===== src/sv/atcp_pkg.sv =====
// atcp_pkg: shared types and constants for the atan2 cubic angle block.
// No dependencies.
package atcp_pkg;

  localparam int ANG_W      = 9;
  localparam int QDEG_W     = 8;
  localparam int VDEG_W     = 15;
  localparam int RECIP_W    = 10;
  localparam int QUEUE_DEPTH = 4;

  // cubic coefficients, centidegrees
  localparam int unsigned C_LIN  = 448;
  localparam int unsigned C_OFS  = 954;
  localparam int unsigned C_MID  = 5894;
  localparam int unsigned INNER_EXTRA = 11;
  localparam int unsigned MID_EXTRA   = 13;
  localparam int unsigned MAG_EXTRA   = 15;

  // unfold bases, centidegrees
  localparam int unsigned CDEG_HALF = 18000;
  localparam int unsigned CDEG_QTR  = 9000;

  // divide by 100: (v * 655) >> 16 plus one correction
  localparam int unsigned RECIP100    = 655;
  localparam int unsigned RECIP_SHIFT = 16;
  localparam int unsigned CENTI       = 100;

  localparam logic signed [ANG_W-1:0] ANG_ZERO = 9'sd0;
  localparam logic signed [ANG_W-1:0] ANG_P90  = 9'sd90;
  localparam logic signed [ANG_W-1:0] ANG_M90  = -9'sd90;
  localparam logic signed [ANG_W-1:0] ANG_P180 = 9'sd180;

  typedef struct packed {
    logic                    spec;
    logic signed [ANG_W-1:0] spec_deg;
    logic                    low;
    logic                    xneg;
    logic                    yneg;
  } atcp_cls_t;

endpackage


===== src/sv/atcp_fifo.sv =====
// atcp_fifo: small register queue between front and back.
// No dependencies.
module atcp_fifo #(
  parameter int WIDTH = 8,
  parameter int DEPTH = 4
) (
  input  logic             clk,
  input  logic             rst_n,
  input  logic             push,
  input  logic [WIDTH-1:0] wdata,
  output logic             full,
  input  logic             pop,
  output logic [WIDTH-1:0] rdata,
  output logic             empty
);

  localparam int PTR_W = (DEPTH > 1) ? $clog2(DEPTH) : 1;
  localparam int CNT_W = $clog2(DEPTH + 1);

  logic [WIDTH-1:0] mem_r [0:DEPTH-1];
  logic [PTR_W-1:0] wr_ptr_r, rd_ptr_r;
  logic [CNT_W-1:0] cnt_r;
  logic             do_push, do_pop;

  assign full    = (cnt_r == CNT_W'(DEPTH));
  assign empty   = (cnt_r == '0);
  assign do_push = push && !full;
  assign do_pop  = pop && !empty;
  assign rdata   = mem_r[rd_ptr_r];

  always_ff @(posedge clk) begin
    if (do_push) begin
      mem_r[wr_ptr_r] <= wdata;
    end
  end

  always_ff @(posedge clk) begin
    if (!rst_n) begin
      wr_ptr_r <= '0;
      rd_ptr_r <= '0;
      cnt_r    <= '0;
    end else begin
      if (do_push) begin
        wr_ptr_r <= (wr_ptr_r == PTR_W'(DEPTH - 1)) ? '0 : wr_ptr_r + 1'b1;
      end
      if (do_pop) begin
        rd_ptr_r <= (rd_ptr_r == PTR_W'(DEPTH - 1)) ? '0 : rd_ptr_r + 1'b1;
      end
      case ({do_push, do_pop})
        2'b10:   cnt_r <= cnt_r + 1'b1;
        2'b01:   cnt_r <= cnt_r - 1'b1;
        default: cnt_r <= cnt_r;
      endcase
    end
  end

endmodule


===== src/sv/atcp_front.sv =====
// atcp_front: input word intake, octant fold, axis cases and ratio divider pipeline.
// Depends on atcp_pkg.
module atcp_front
  import atcp_pkg::*;
#(
  parameter int COORD_WIDTH     = 16,
  parameter int RATIO_FRAC_BITS = 16
) (
  input  logic                          clk,
  input  logic                          rst_n,
  input  logic                          in_valid,
  output logic                          in_stall,
  input  logic signed [COORD_WIDTH-1:0] in_coord_x,
  input  logic signed [COORD_WIDTH-1:0] in_coord_y,
  input  logic                          q_full,
  output logic                          q_push,
  output logic [RATIO_FRAC_BITS:0]      q_z,
  output atcp_cls_t                     q_cls
);

  localparam int W   = COORD_WIDTH;
  localparam int F   = RATIO_FRAC_BITS;
  localparam int Z_W = F + 1;
  localparam int NST = F + 2;

  logic             vld_r  [0:NST-1];
  logic [W:0]       rem_r  [0:NST-1];
  logic [W-1:0]     den_r  [0:NST-1];
  logic [Z_W-1:0]   quo_r  [0:NST-1];
  atcp_cls_t        cls_r  [0:NST-1];

  logic             en;
  logic [W-1:0]     x_u, y_u, ax, ay;
  logic             xz, yz;
  atcp_cls_t        cls_nxt;

  assign en       = !vld_r[NST-1] || !q_full;
  assign in_stall = !en;
  assign q_push   = vld_r[NST-1] && !q_full;
  assign q_z      = quo_r[NST-1];
  assign q_cls    = cls_r[NST-1];

  always_comb begin
    x_u = $unsigned(in_coord_x);
    y_u = $unsigned(in_coord_y);
    ax  = x_u[W-1] ? W'(~x_u + 1'b1) : x_u;
    ay  = y_u[W-1] ? W'(~y_u + 1'b1) : y_u;
    xz  = (x_u == '0);
    yz  = (y_u == '0);
    cls_nxt.spec = xz || yz;
    cls_nxt.low  = (ay < ax);
    cls_nxt.xneg = x_u[W-1];
    cls_nxt.yneg = y_u[W-1];
    if (xz && yz) begin
      cls_nxt.spec_deg = ANG_ZERO;
    end else if (xz) begin
      cls_nxt.spec_deg = y_u[W-1] ? ANG_M90 : ANG_P90;
    end else begin
      cls_nxt.spec_deg = x_u[W-1] ? ANG_P180 : ANG_ZERO;
    end
  end

  always_ff @(posedge clk) begin
    if (!rst_n) begin
      vld_r[0] <= 1'b0;
    end else if (en) begin
      vld_r[0] <= in_valid;
    end
  end

  always_ff @(posedge clk) begin
    if (en) begin
      rem_r[0] <= {1'b0, (cls_nxt.low ? ay : ax)};
      den_r[0] <= cls_nxt.low ? ax : ay;
      quo_r[0] <= '0;
      cls_r[0] <= cls_nxt;
    end
  end

  // one quotient bit per stage, MSB first
  for (genvar i = 0; i < NST - 1; i++) begin : g_div
    logic [W:0]   r_in;
    logic         ge;
    logic [W:0]   r_out;

    always_comb begin
      r_in  = (i == 0) ? rem_r[i] : {rem_r[i][W-1:0], 1'b0};
      ge    = (r_in >= {1'b0, den_r[i]});
      r_out = ge ? (r_in - {1'b0, den_r[i]}) : r_in;
    end

    always_ff @(posedge clk) begin
      if (!rst_n) begin
        vld_r[i+1] <= 1'b0;
      end else if (en) begin
        vld_r[i+1] <= vld_r[i];
      end
    end

    always_ff @(posedge clk) begin
      if (en) begin
        rem_r[i+1] <= r_out;
        den_r[i+1] <= den_r[i];
        quo_r[i+1] <= {quo_r[i][Z_W-2:0], ge};
        cls_r[i+1] <= cls_r[i];
      end
    end
  end

endmodule


===== src/sv/atcp_back.sv =====
// atcp_back: cubic evaluation, octant unfold and degree truncation pipeline.
// Depends on atcp_pkg.
module atcp_back
  import atcp_pkg::*;
#(
  parameter int RATIO_FRAC_BITS = 16
) (
  input  logic                    clk,
  input  logic                    rst_n,
  input  logic                    q_empty,
  output logic                    q_pop,
  input  logic [RATIO_FRAC_BITS:0] q_z,
  input  atcp_cls_t               q_cls,
  output logic                    out_valid,
  input  logic                    out_stall,
  output logic signed [ANG_W-1:0] out_angle_deg
);

  localparam int F       = RATIO_FRAC_BITS;
  localparam int Z_W     = F + 1;
  localparam int INNER_W = F + INNER_EXTRA;
  localparam int MID_W   = F + MID_EXTRA;
  localparam int MAG_W   = F + MAG_EXTRA;
  localparam int P1_W    = Z_W + INNER_W;
  localparam int P2_W    = Z_W + MID_W;
  localparam int P3_W    = VDEG_W + RECIP_W;

  logic                 en;
  logic [7:1]           v_r;
  atcp_cls_t            c1_r, c2_r, c3_r, c4_r, c5_r, c6_r, c7_r;
  logic [Z_W-1:0]       z1_r, z2_r, z3_r;
  logic [INNER_W-1:0]   inner1_r, m1_2_r;
  logic [MID_W-1:0]     mid3_r, a4_r;
  logic [VDEG_W-1:0]    vd5_r, vd6_r, vd7_r;
  logic [P3_W-1:0]      p6_r;
  logic [QDEG_W-1:0]    q0_7_r;
  logic [VDEG_W-1:0]    prod7_r;
  logic                 out_vld_r;
  logic signed [ANG_W-1:0] ang_r;

  logic [INNER_W-1:0]   inner_nxt;
  logic [P1_W-1:0]      prod1;
  logic [MID_W-1:0]     mid_nxt;
  logic [P2_W-1:0]      prod2;
  logic [MAG_W-1:0]     mag;
  logic [P3_W-1:0]      p_nxt;
  logic [VDEG_W-1:0]    rem;
  logic [QDEG_W-1:0]    qd;
  logic [ANG_W-1:0]     qx;
  logic signed [ANG_W-1:0] ang_nxt;

  assign en            = !out_vld_r || !out_stall;
  assign q_pop         = en && !q_empty;
  assign out_valid     = out_vld_r;
  assign out_angle_deg = ang_r;

  always_comb begin
    inner_nxt = INNER_W'(q_z) * INNER_W'(C_LIN) + (INNER_W'(C_OFS) << F);
    prod1     = P1_W'(z1_r) * P1_W'(inner1_r);
    mid_nxt   = (MID_W'(C_MID) << F) - MID_W'(m1_2_r);
    prod2     = P2_W'(z3_r) * P2_W'(mid3_r);
    case ({c4_r.low, c4_r.xneg})
      2'b10:   mag = MAG_W'(a4_r);
      2'b11:   mag = (MAG_W'(CDEG_HALF) << F) - MAG_W'(a4_r);
      2'b00:   mag = (MAG_W'(CDEG_QTR) << F) - MAG_W'(a4_r);
      default: mag = (MAG_W'(CDEG_QTR) << F) + MAG_W'(a4_r);
    endcase
    p_nxt = P3_W'(vd5_r) * P3_W'(RECIP100);
    rem   = vd7_r - prod7_r;
    qd    = (rem >= VDEG_W'(CENTI)) ? q0_7_r + 1'b1 : q0_7_r;
    qx    = {1'b0, qd};
    if (c7_r.spec) begin
      ang_nxt = c7_r.spec_deg;
    end else if (c7_r.yneg) begin
      ang_nxt = $signed(ANG_W'(~qx + 1'b1));
    end else begin
      ang_nxt = $signed(qx);
    end
  end

  always_ff @(posedge clk) begin
    if (!rst_n) begin
      v_r       <= '0;
      out_vld_r <= 1'b0;
    end else if (en) begin
      v_r       <= {v_r[6:1], q_pop};
      out_vld_r <= v_r[7];
    end
  end

  always_ff @(posedge clk) begin
    if (en) begin
      z1_r     <= q_z;
      inner1_r <= inner_nxt;
      c1_r     <= q_cls;

      z2_r     <= z1_r;
      m1_2_r   <= prod1[F +: INNER_W];
      c2_r     <= c1_r;

      z3_r     <= z2_r;
      mid3_r   <= mid_nxt;
      c3_r     <= c2_r;

      a4_r     <= prod2[F +: MID_W];
      c4_r     <= c3_r;

      vd5_r    <= mag[F +: VDEG_W];
      c5_r     <= c4_r;

      p6_r     <= p_nxt;
      vd6_r    <= vd5_r;
      c6_r     <= c5_r;

      q0_7_r   <= p6_r[RECIP_SHIFT +: QDEG_W];
      prod7_r  <= VDEG_W'(p6_r[RECIP_SHIFT +: QDEG_W]) * VDEG_W'(CENTI);
      vd7_r    <= vd6_r;
      c7_r     <= c6_r;

      ang_r    <= ang_nxt;
    end
  end

endmodule


===== src/sv/atan2_cubic_poly_degrees.sv =====
// Angle of a signed (x, y) pair in whole degrees, cubic octant approximation.
// One word per cycle sustained while out_stall is low.
// Front: fold plus a restoring divider, one quotient bit per stage (RATIO_FRAC_BITS + 1).
// Back: eight-stage cubic/unfold pipeline; a four-word queue parts the two.
// rst_n is synchronous active low; it empties both pipelines and the queue.
module atan2_cubic_poly_degrees
  import atcp_pkg::*;
#(
  parameter int COORD_WIDTH     = 16,
  parameter int RATIO_FRAC_BITS = 16
) (
  input  logic                          clk,
  input  logic                          rst_n,
  input  logic                          in_valid,
  output logic                          in_stall,
  input  logic signed [COORD_WIDTH-1:0] in_coord_x,
  input  logic signed [COORD_WIDTH-1:0] in_coord_y,
  output logic                          out_valid,
  input  logic                          out_stall,
  output logic signed [ANG_W-1:0]       out_angle_deg
);

  localparam int Z_W = RATIO_FRAC_BITS + 1;
  localparam int QW  = Z_W + $bits(atcp_cls_t);

  logic            q_full, q_empty, q_push, q_pop;
  logic [Z_W-1:0]  f_z, b_z;
  atcp_cls_t       f_cls, b_cls;
  logic [QW-1:0]   q_wdata, q_rdata;

  assign q_wdata = {f_cls, f_z};
  assign b_z     = q_rdata[Z_W-1:0];
  assign b_cls   = atcp_cls_t'(q_rdata[QW-1:Z_W]);

  atcp_front #(
    .COORD_WIDTH    (COORD_WIDTH),
    .RATIO_FRAC_BITS(RATIO_FRAC_BITS)
  ) u_front (
    .clk       (clk),
    .rst_n     (rst_n),
    .in_valid  (in_valid),
    .in_stall  (in_stall),
    .in_coord_x(in_coord_x),
    .in_coord_y(in_coord_y),
    .q_full    (q_full),
    .q_push    (q_push),
    .q_z       (f_z),
    .q_cls     (f_cls)
  );

  atcp_fifo #(
    .WIDTH(QW),
    .DEPTH(QUEUE_DEPTH)
  ) u_queue (
    .clk  (clk),
    .rst_n(rst_n),
    .push (q_push),
    .wdata(q_wdata),
    .full (q_full),
    .pop  (q_pop),
    .rdata(q_rdata),
    .empty(q_empty)
  );

  atcp_back #(
    .RATIO_FRAC_BITS(RATIO_FRAC_BITS)
  ) u_back (
    .clk          (clk),
    .rst_n        (rst_n),
    .q_empty      (q_empty),
    .q_pop        (q_pop),
    .q_z          (b_z),
    .q_cls        (b_cls),
    .out_valid    (out_valid),
    .out_stall    (out_stall),
    .out_angle_deg(out_angle_deg)
  );

endmodule


===== config.mk =====
export PLATFORM = sky130hd
export DESIGN_NAME = atan2_cubic_poly_degrees
export DESIGN_NICKNAME = d
export VERILOG_FILES = /design/src/sv/atcp_pkg.sv /design/src/sv/atcp_fifo.sv /design/src/sv/atcp_front.sv /design/src/sv/atcp_back.sv /design/src/sv/atan2_cubic_poly_degrees.sv
export SDC_FILE = /design/constraint.sdc
export NUM_CORES = 2
export LEC_CHECK = 0
export ABC_CLOCK_PERIOD_IN_PS = 25600
export BUFFER_PORTS_ARGS = -buffer_cell sky130_fd_sc_hd__buf_2
export CAP_MARGIN = 20
export CORE_MARGIN = 10
export CORE_UTILIZATION = 49
export CTS_CLUSTER_SIZE = 16
export DETAILED_ROUTE_END_ITERATION = 8
export PLACE_DENSITY = 0.61
export SLEW_MARGIN = 20
export SYNTH_ARGS = -nofsm -noshare
export SYNTH_HDL_FRONTEND = slang
export SYNTH_SLANG_ARGS = --single-unit

===== constraint.sdc =====
create_clock -name clk -period 25.6 [get_ports clk]
set_input_delay 2.56 -clock clk [delete_from_list [all_inputs] [get_ports clk]]
set_output_delay 2.56 -clock clk [all_outputs]
set_load 0.005 [all_outputs]

### Yosys cells after proc, flatten, opt, wreduce, memory -nomap -nowiden

Memories as Yosys holds them, arrays and structs flattened. A register that Yosys moved wholly into a read port is not among the register bits.
Cells that the tools add are included.

* register bits after elaboration: 362
* RAM bits: 1272
* input port bits: 36
* output and inout bits: 11
* word-level logic and storage cells: 215
* memories: 6

* add/sub/neg operators: 31
* multiply operators: 5
* magnitude comparators: 19
* equal/unequal tests: 7
* muxes and demuxes: 59
* bitwise operators: 21
* reduce and logical (&&, ||, !) cells: 19

Memory list
* u_front.quo_r: depth 18, bits a word 17, read ports 18, clocked after memory_dff 0, write ports 18, RTL line atcp_front.sv:29 `logic [Z_W-1:0] quo_r [0:NST-1];`
* u_front.rem_r: depth 18, bits a word 17, read ports 17, clocked after memory_dff 0, write ports 18, RTL line atcp_front.sv:27 `logic [W:0] rem_r [0:NST-1];`
* u_front.den_r: depth 18, bits a word 16, read ports 17, clocked after memory_dff 0, write ports 18, RTL line atcp_front.sv:28 `logic [W-1:0] den_r [0:NST-1];`
* u_front.cls_r: depth 18, bits a word 13, read ports 18, clocked after memory_dff 0, write ports 18, RTL line atcp_front.sv:30 `atcp_cls_t cls_r [0:NST-1];`
* u_queue.mem_r: depth 4, bits a word 30, read ports 1, clocked after memory_dff 1, write ports 1, RTL line atcp_fifo.sv:20 `logic [WIDTH-1:0] mem_r [0:DEPTH-1];`
* u_front.vld_r: depth 18, bits a word 1, read ports 18, clocked after memory_dff 0, write ports 18, RTL line atcp_front.sv:26 `logic vld_r [0:NST-1];`

Operator list (count)
* greater-or-equal comparator 17 x 16 -> 1 bit: 17
* 2-to-1 mux 17 bit: 17
* subtractor 17 x 16 -> 17 bit: 17
* case mux 31 bit (3 select lines): 1
* 2-to-1 mux 16 bit: 4
* multiplier 17 x 29 -> 45 bit: 1
* 2-to-1 mux 9 bit: 5
* multiplier 17 x 27 -> 43 bit: 1
* adder 16 x 1 -> 16 bit, second input constant: 2
* zero test 16 bit: 2
* NOT 16 bit: 2
* adder 30 x 29 -> 31 bit, first input constant: 1
* subtractor 30 x 29 -> 31 bit, first input constant: 1
* subtractor 31 x 29 -> 31 bit, first input constant: 1
* subtractor 29 x 27 -> 29 bit, first input constant: 1
* adder 26 x 26 -> 27 bit, second input constant: 1
* 2-to-1 mux 1 bit: 25
* multiplier 15 x 10 -> 24 bit, second input constant: 1
* multiplier 17 x 3 -> 20 bit, second input constant: 1
* OR 1 bit: 18
* < comparator 16 bit: 1
* 2-to-1 mux 8 bit: 2
* greater-or-equal comparator 15 x 7 -> 1 bit, second input constant: 1
* subtractor 15 bit: 1
* 18 further kinds: 37

### Logic depth before layout (Yosys ltp)

* depth in word-level cells: 7
* gate-level depth with buffers: 26

### Hierarchy

From an unflattened synthesis, not the netlist that was laid out.

* cells, all modules: 7759
* area total of the unflattened synthesis: 90725.8 sq um

Modules (own cells, without submodules)
* atcp_front: instances 1, cells an instance 3377, area an instance 43503.0 sq um, seq. area each 26325.2 sq um
* atcp_back: instances 1, cells an instance 4170, area an instance 42400.7 sq um, seq. area each 9679.3 sq um
* atcp_fifo: instances 1, cells an instance 212, area an instance 4822.1 sq um, seq. area each 3783.6 sq um

### Worst setup path after synthesis

Ideal clock, no wire load.

* path type: flip-flop to flip-flop
* start: register u_queue.cnt_r[0]
* end: memory u_front.cls_r[0][0] (netlist bit) (enable)
* arrival time: 17249 ps
* path slack: 7154 ps
* cell stages (with the launch flop): 5
* clock period less this slack: 18446 ps
* path through: dfxtp_1 nor2_1 and3_1 clkbuf_1 inv_1

RTL lines
* start, declared: RTL line atcp_fifo.sv:22 `logic [CNT_W-1:0] cnt_r;`
* start signal, assigned: RTL line atcp_fifo.sv:50 `2'b10: cnt_r <= cnt_r + 1'b1;`
* start signal, assigned: RTL line atcp_fifo.sv:51 `2'b01: cnt_r <= cnt_r - 1'b1;`
* start signal, assigned: RTL line atcp_fifo.sv:52 `default: cnt_r <= cnt_r;`
* end, declared: RTL line atcp_front.sv:30

### Worst setup path after layout

* start: register u_back.z3_r[9]
* end: register u_back.a4_r[28] (data pin)

* cells in the longest elaborated chain, start to end: 1

RTL lines
* start, declared: RTL line atcp_back.sv:31 `logic [Z_W-1:0] z1_r, z2_r, z3_r;`
* start signal, assigned: RTL line atcp_back.sv:101 `z3_r <= z2_r;`
* multiplier 17 x 29 -> 45 bit: RTL line atcp_back.sv:61 `prod2 = P2_W'(z3_r) * P2_W'(mid3_r);`
* via u_back.prod2[44]: RTL line atcp_back.sv:44 `logic [P2_W-1:0] prod2;`
* end signal, assigned: RTL line atcp_back.sv:105 `a4_r <= prod2[F +: MID_W];`
* end, declared: RTL line atcp_back.sv:33 `logic [MID_W-1:0] mid3_r, a4_r;`

The timed path passes the listed nets, and every way through them passes these cells.
A chain may end at the register's enable or synchronous reset.

==> impl_results.md <==
* Drt first pass iters at 6
* Area grow syn2layout at 8.88%
* RSZ-0062 raised after global routing: no
* Worst-skew pair later-pin latency at 0.79 ns
* # Max-Cap Violations at 0
* Yosys Warn Count at 0
* Number of synthesized flops with an enable pin at 1269
* Area fraction of the dominant cell type after synthesis at 0.431
* Total track usage at 0.186
* Mapped Cells at 7650
* Hold Crit Class: register to register
* Vias at 53900
* FF-to-FF setup slack at 18.02 ns
* IO Count at 47
* Starting DRT DRC Count at 3661
* PostCTS Resize Cnt at 0
* Final setup fails at 0
* Worst setup SP type: register
* Most used DFF post-synth: edfxtp_1
* NumNets Final at 9146
* Initial antenna violation count at 3
* Post-DP HPWL at 136 mm
* Synth unique cells at 88
* Proportion of layout cells with a drive suffix above 1 at 0.0703
* Largest family of logic cells by synthesized area: adder cells
* Fmax at 0.132 GHz
* CP endpoint kind: register
* Mux share of post-synthesis cell area at 0.0330
* Setup CP Type: register to register
* Vias per Instance at 5.31
* Number of I/O port buffers at 46
* Tmin final at 7.58 ns
* Critical Path RT at 26.10 ns
* Syn_nets at 9121
* Final Hold Fails at 0
* Vias in the first global route at 55300
* Cts hold-fix bufs at 0
* Max FO, Critical Path at 16
* CTS buffer count at 143
* Largest net degree at the start of global routing at 140
* Routability Congestion at 0.880
* Area of the core at 0.179 mm2
* Longest Clk Path Bufs at 3
* Fillers at 15200
* Worst Max-Slew Pin Slew at 1.05 ns
* Cells on worst reg2reg path at 23
* Slew HR at 0.302
* Clk pin slew, worst setup/hold paths at 0.06 ns
* Fin. max-slew vios at 0
* Outcome: completed
* Starting density of the core at 0.494
* DIE WIDTH at 445 um
* H-tree levels at 4
* CTS root buf: clkbuf_16
* Leading area contributor after synthesis: edfxtp_1
* DRC at 0
* Ranking of synthesized cells by area: edfxtp_1, fa_1, ha_1
* Async SR Flop Fraction at 0
* Synth Area per Inst at 11.6 um2
* Hold path cells at 0
* Layout Skew at 0.0620 ns
* DR WL/cell at 18.0 um
* Seq/Total Area, Yosys at 0.435
* Post-synth top cells: inv_1, edfxtp_1, nand2_1
* Synthesized area at 0.0885 mm2
* Antenna Nets Post-Route at 0
* Arr. time, crit path at 8.08 ns
* Most frequent cell after synthesis: inv_1
* Setup Fix Bufs, Post-CTS at 0
* Synth Register Bits at 1287
* First-pass GRT wire length at 298 mm
* Simple logic cell fraction of the synthesized area at 0.106
* Synth Area in Compound Gates at 0.0614
* Die Height at 445 um
* Total negative slack at 0 ns
* Crit share post-route at 0.296
* Cell Rows at 155
* Final WL at 183 mm
* CTS sink count at 1287
* CTS tree: built
* Final Util at 0.538
* Final worst setup slack at 18.02 ns
* Synth Area in XOR/XNOR at 0.0298
* Adder-cell share of the synthesized area at 0.268
* Pre-CTS setup slack at 17.86 ns
* WHS at 0.394 ns
* Total global routing overflow at 0
* Die ar. at 0.198 mm2
-- path summary, 6_finish.rpt --
path | from | to
setup reg to reg | u_back.z3_r[9] | u_back.a4_r[28]
hold reg to reg | u_front.quo_r[14][11] | u_front.quo_r[15][12]
setup / recovery | u_back.z3_r[9] | u_back.a4_r[28]
hold / removal | u_front.quo_r[14][11] | u_front.quo_r[15][12]
-- critical path, stage by stage (launching register included) --
cell       delay, ns
edfxtp_1        0.72
buf_4           0.35
nand2_1         0.11
fa_1            0.53
inv_1           0.05
fa_1            0.50
inv_1           0.05
fa_1            0.53
inv_1           0.05
fa_1            0.46
fa_1            0.51
fa_1            0.42
ha_1            0.32
a21o_1          0.18
a21o_1          0.17
a21oi_1         0.21
o21a_1          0.18
a21oi_1         0.10
o211ai_1        0.59
a2111oi_0       0.28
or3_1           0.46
o31a_1          0.28
a21oi_1         0.18
xnor2_1         0.08
-- sequential cells by signal (all words and copies together), names as in the netlist, 13 cells and up, named ones only --
signal / flops
u_front.vld_r: 18
u_back.vd6_r: 13
u_back.vd5_r: 15
u_back.a4_r: 29
u_front.cls_r: 162
u_back.inner1_r: 20
u_front.rem_r: 272
u_back.vd7_r: 13
u_back.m1_2_r: 27
u_front.quo_r: 153
u_back.z1_r: 17
u_queue.mem_r: 104
u_back.mid3_r: 29
u_back.z2_r: 17
u_back.z3_r: 17
u_front.den_r: 272
-- per-layer routing --
| layer | vias up | global-route usage | wire length, um |
|---|---|---|---|
| li1 | 25600 | - | - |
| met1 | 26900 | 0.251 | 80900 |
| met2 | 1144 | 0.314 | 90000 |
| met3 | 274 | 0.0283 | 8180 |
| met4 | 2 | 0.0475 | 3900 |
| met5 | - | 0 | 13 |
-- cell families (layout without fill, tap and decap cells) --
kind of cell,count (synthesis),count (layout)
AND/OR/NAND/NOR,1977,1977
buffers and inverters,1568,1711
adder cells (fa/ha/maj),1435,1435
flip-flops,1287,1287
AO/OA/AOI/OAI,842,842
XOR/XNOR,301,301
multiplexers,240,240
other,0,1
-- per-stage QoR --
step                      instance area, um2  instances
after floorplan                        88500       7650
after global placement                 91200       9883
after detailed placement               91200       9883
after CTS                              96300      10100
after global routing                   96300      10100
final                                  96300      10100
-- placed cells by master (no fill, tap or decap), types with 156 or more instances in the layout --
master	count
inv_1	1350
edfxtp_1	1269
nand2_1	772
fa_1	762
ha_1	673
nor2_1	351
and2_1	328
xnor2_1	205
a21oi_1	200
o21ai_0	187
mux2_2	156
-- area by class of cell --
cell class	instances	area (um2)	share of cell area
Multi-Input combinational cell	4795	44100	0.458
Sequential cell	1287	38500	0.399
Inverter	1352	5090	0.0528
Clock buffer	168	3810	0.0395
Tap cell	2355	2950	0.0306
Clock inverter	95	1280	0.0133
Timing Repair Buffer	96	633	0.00657
Antenna cell	1	2.50	0.0000260
Power is left out: the tool's default activity adds up to more than one toggle a clock period on the data nets, which glitch-free logic cannot reach.
